File: src/design/lsb_first_bit_reader_top_macros.svh
// Assertion helpers for the bit reader top level.
`ifndef LSB_FIRST_BIT_READER_TOP_MACROS_SVH
`define LSB_FIRST_BIT_READER_TOP_MACROS_SVH

// Property that must hold at every clock edge outside reset.
`define LSBR_ASSERT_HOLD(label, prop, msg) \
    label: assert property (@(posedge clk) disable iff (!rst_n) (prop)) else $error(msg);

// Condition in one cycle implies an outcome in the next cycle.
`define LSBR_ASSERT_NEXT(label, cond, outcome, msg) \
    label: assert property (@(posedge clk) disable iff (!rst_n) (cond) |=> (outcome)) \
        else $error(msg);

`endif

File: src/design/lsbr_ram.sv
module lsbr_ram #(
    parameter int WIDTH = 8,
    parameter int DEPTH = 512
) (
    input  logic                     clk,
    input  logic                     we,
    input  logic [$clog2(DEPTH)-1:0] waddr,
    input  logic [WIDTH-1:0]         wdata,
    input  logic                     re,
    input  logic [$clog2(DEPTH)-1:0] raddr,
    output logic [WIDTH-1:0]         rdata
);

    logic [WIDTH-1:0] mem [DEPTH];

    always_ff @(posedge clk)
    begin
        if (we)
        begin
            mem[waddr] <= wdata;
        end
        if (re)
        begin
            rdata <= mem[raddr];
        end
    end

endmodule
File: config.mk
export PLATFORM = sky130hd
export DESIGN_NAME = lsbr_ram
export DESIGN_NICKNAME = d
export VERILOG_FILES = /design/src/design/lsb_first_bit_reader_top_macros.svh /design/src/design/lsbr_ram.sv
export SDC_FILE = /design/constraint.sdc
export NUM_CORES = 2
export LEC_CHECK = 0
export BUFFER_PORTS_ARGS = -buffer_cell sky130_fd_sc_hd__buf_2
export CORE_AREA = 2 2 711 713
export DETAILED_ROUTE_END_ITERATION = 10
export DIE_AREA = 0 0 713 715
export GPL_TIMING_DRIVEN = 0
export PLACE_DENSITY_LB_ADDON = 0.15
export SKIP_LAST_GASP = 1
export SYNTH_ARGS = -nofsm -noshare
export SYNTH_HDL_FRONTEND = slang
export SYNTH_SLANG_ARGS = --single-unit
File: constraint.sdc
create_clock -name clk -period 2.25 [get_ports clk]
set_input_delay 0.1125 -clock clk [delete_from_list [all_inputs] [get_ports clk]]
set_output_delay 0.1125 -clock clk [all_outputs]
set_load 0.005 [all_outputs]
==> impl_metrics.yaml <==
routing:
  wl_per_cell_microns: 43.3
  viasPerCell: 5.79
  antenna_left: 0
  route.detailed.drc: 0
  drtPass1Iterations: 6
  drt_iter0_markers: 14720
  vias: 91378
  routed_wl_microns: 684000
floorplanning:
  rows: 261
  ios: 37
  core_sq_um: 503000
  initial_utilization_pct: 31.8
  dieArea_sq_um: 510000
  die_height_microns: 715
  die_width_microns: 713
finish:
  nets: 8682
  synthToLayoutAreaGrowth_pct: 18.4
  n_fill_cell: 46060
  multi_input_area_sq_um: 36200
  layout-drive-gt1-share_pct: 25.9
  final_cells: 15786
  seqCellArea_sq_um: 123000
worst_setup_path:
  crit_path_cell_trace: "clkbuf_2, and3b_1, clkbuf_4, nand2_4, clkbuf_2, a21oi_1, nor2_1, nand3_1, o21ai_4, o2111a_2"
  critPathMaxFanout: 10
  worstRegToRegCells: 7
  crit_arrival_ps: 3740
  ff2ff_setup_slack_ps: -550
  cp_top_family: "simple AND/OR/NAND/NOR gates"
  critPathBufInv: 3
  worst_setup_path_end_kind: "flop"
  crit_required_ps: 3150
  reg2reg_from: "mem[56][1]"
  start_kind: "input port"
  critPathKind: "input port to flop"
  cp_common_cell: "clkbuf_2"
  cpPeakStageDelay_ps: 620
  slowest_stage: "clkbuf_2"
  regToRegEndpoint: "rdata[1]"
global_routing:
  antenna_found_initial: 93
  grt_max_degree: 141
  overflow: 0
  grt_usage_pct: 26.1
  grt_pass1_wl_microns: 874000
  grt_pass1_vias: 87505
sta:
  clock_skew_ps: 104
  fin_crit_ps: 2840
  grt_setup_unrepaired: "true"
  maxSlewViolCount: 11
  setup_viol: 513
  timing.final.ws_setup_ps: -591
  fmax_ghz: 0.352
  finalHoldViolations: 0
  slew_headroom_pct: -9.41
  max_slew.worst_pin.slew_ps: 1640
  period_share_pct: 126
synthesis:
  synth_compound_area_share_pct: 4.31
  ys_ff_latch: 4104
  synth-xor-area-share_pct: 0
  syn_area_sq_um: 160000
  yosysUniqueCellTypes: 50
  synthAdderAreaFrac_pct: 0
  async_reset_ff_share_pct: 0
  ys.flop_type: "edfxtp_1"
  syn-mean-instance-area_sq_um: 19.9
  yosysTopAreaCell: "edfxtp_1"
  ys_warn_count: 0
  synthSimpleGateAreaFrac_pct: 2.63
  synth_fp_nets: 8059
  ys_top_cells_by_count: "edfxtp_1 (4104), mux2i_1 (797), mux4_2 (654)"
  syn_inst: 8030
  synth_top_area_share_pct: 77.0
  yosysMostFrequentCell: "edfxtp_1"
  synth_edf_count: 4104
  synth_top_family_by_area: "multiplexers"
  ys_seq_area_share_pct: 77.0
  muxShareOfSynthArea_pct: 14.2
  synth_area_leaders: "edfxtp_1 (77%), mux4_2 (9.2%), mux2i_1 (5.0%)"
outcome:
  status: "finished, violations left"
  violations: "max-capacitance violations, max-slew violations, negative setup slack"
clocking:
  clock_latency_ps: 1050
  clk_path_buf_depth: 4
  clk_pin_slew_worst_paths_ps: 60
  tritoncts: "yes"
  cts_buffers: 446
  cts_htree_levels: 5
  cts_root_buffer: "clkbuf_16"
  cts_num_sinks: 4104
hold_path:
  worstHoldPathType: "input port to flop"
  hp-start: "we"
  holdPathEnd: "mem[16][6]"
  min_path_cells: 4
power_and_ir_drop:
  leakage_uw: 0.0592
  pwr_density_cell_nw_per_um2: 895
  ir_worst_vdd_mv: 0.683
placement:
  hpwl_microns: 487000
  routabilityCongestion: 0.953
  io_buffers: 32
  pre_cts_slack_ps: -3830
  place_inst: 14878
flow_run:
  max_cap_viol_count: 2
how the worst max path moves through the flow:
stage               startpoint           to  cells after the start
floorplan             raddr[0]     rdata[0]                     10
global placement      wdata[0]  mem[212][0]                      1
detailed placement    raddr[2]     rdata[1]                     10
CTS                 mem[34][1]     rdata[1]                      7
global route        mem[50][3]     rdata[3]                      7
finish                raddr[3]     rdata[0]                     10
worst register-to-register path: stages, from the launching register on:
cell and delay, ps:
edfxtp_1 330, mux2i_1 90, o221ai_1 460, a21oi_1 170
nor4_1 580, nand2_1 200, nor3_4 360, o2111a_1 410
per-stage QoR:
step	utilization [%]	total power [uW]	setup TNS [ps]	hold slack (ps)	cell area [sq um]
detailed placement	34.1	96700	-2995700	478	171000
CTS	37.4	170000	-152040	5.02	188000
global route	37.6	173000	-8150	46.9	189000
finish	37.7	169000	-30280	48.8	189000
floorplan	-	89900	0	211	160000
global placement	33.5	96900	-	446	169000
layer usage:
metal	up-vias	share of wire, %	track usage [%]
met5	-	0.025	0
li1	34878	-	-
met3	1141	9.9	6.04
met4	24	5.9	13.2
met1	49830	39	34.9
met2	5505	45	40.1
registers in the layout, indices dropped and copies added (netlist names):
register,count
mem,4096
rdata,8
where the power goes:
part | switching (uW) | internal (uW)
Sequential | 25.1 | 84200
Clock | 31800 | 41800
Combinational | 8580 | 3060
kinds of logic (layout without fill, tap and decap cells):
kind of cell | Yosys count | in the layout
DFF | 4104 | 4104
muxes | 1451 | 1451
and+or+nand+nor | 980 | 980
AOI/OAI and AO/OA | 979 | 979
buffers and inverters | 516 | 1522
other | 0 | 44
final cells by class:
class | count | share of cell area (%)
Antenna cell | 44 | 0.0581
Buffer | 513 | 2.11
Clock buffer | 555 | 6.17
Clock inverter | 276 | 1.42
Inverter | 3 | 0.00793
Multi-Input combinational cell | 3410 | 19.1
Sequential cell | 4104 | 65.1
Tap cell | 6706 | 4.43
Timing Repair Buffer | 175 | 1.59
cell usage in the layout (no fill, tap or decap), types with 66 or more instances in the layout:
master and count:
nor3_1 90, buf_6 86, nand2_1 98, clkbuf_16 451, a21oi_1 177, nor2_2 203, buf_2 74, o221ai_1 255
buf_12 66, clkinv_1 118, nor2_1 381, clkbuf_2 112, o221ai_2 112, mux4_2 654, clkbuf_1 168, buf_4 101
o21ai_0 79, o22ai_1 159, mux2i_1 790, clkinv_2 73, edfxtp_1 4104
what timing repair did:
item                                    4_1_cts  5_1_grt
endpoints found under the setup margin      396     2156
endpoints found under the hold margin      1693        0
pin swaps                                    44       41
buffers inserted                              8        8
gates cloned                                  0        0
resized for setup                           552      377
hold buffers                                 18        0
Power figures use the tool's default switching activity.
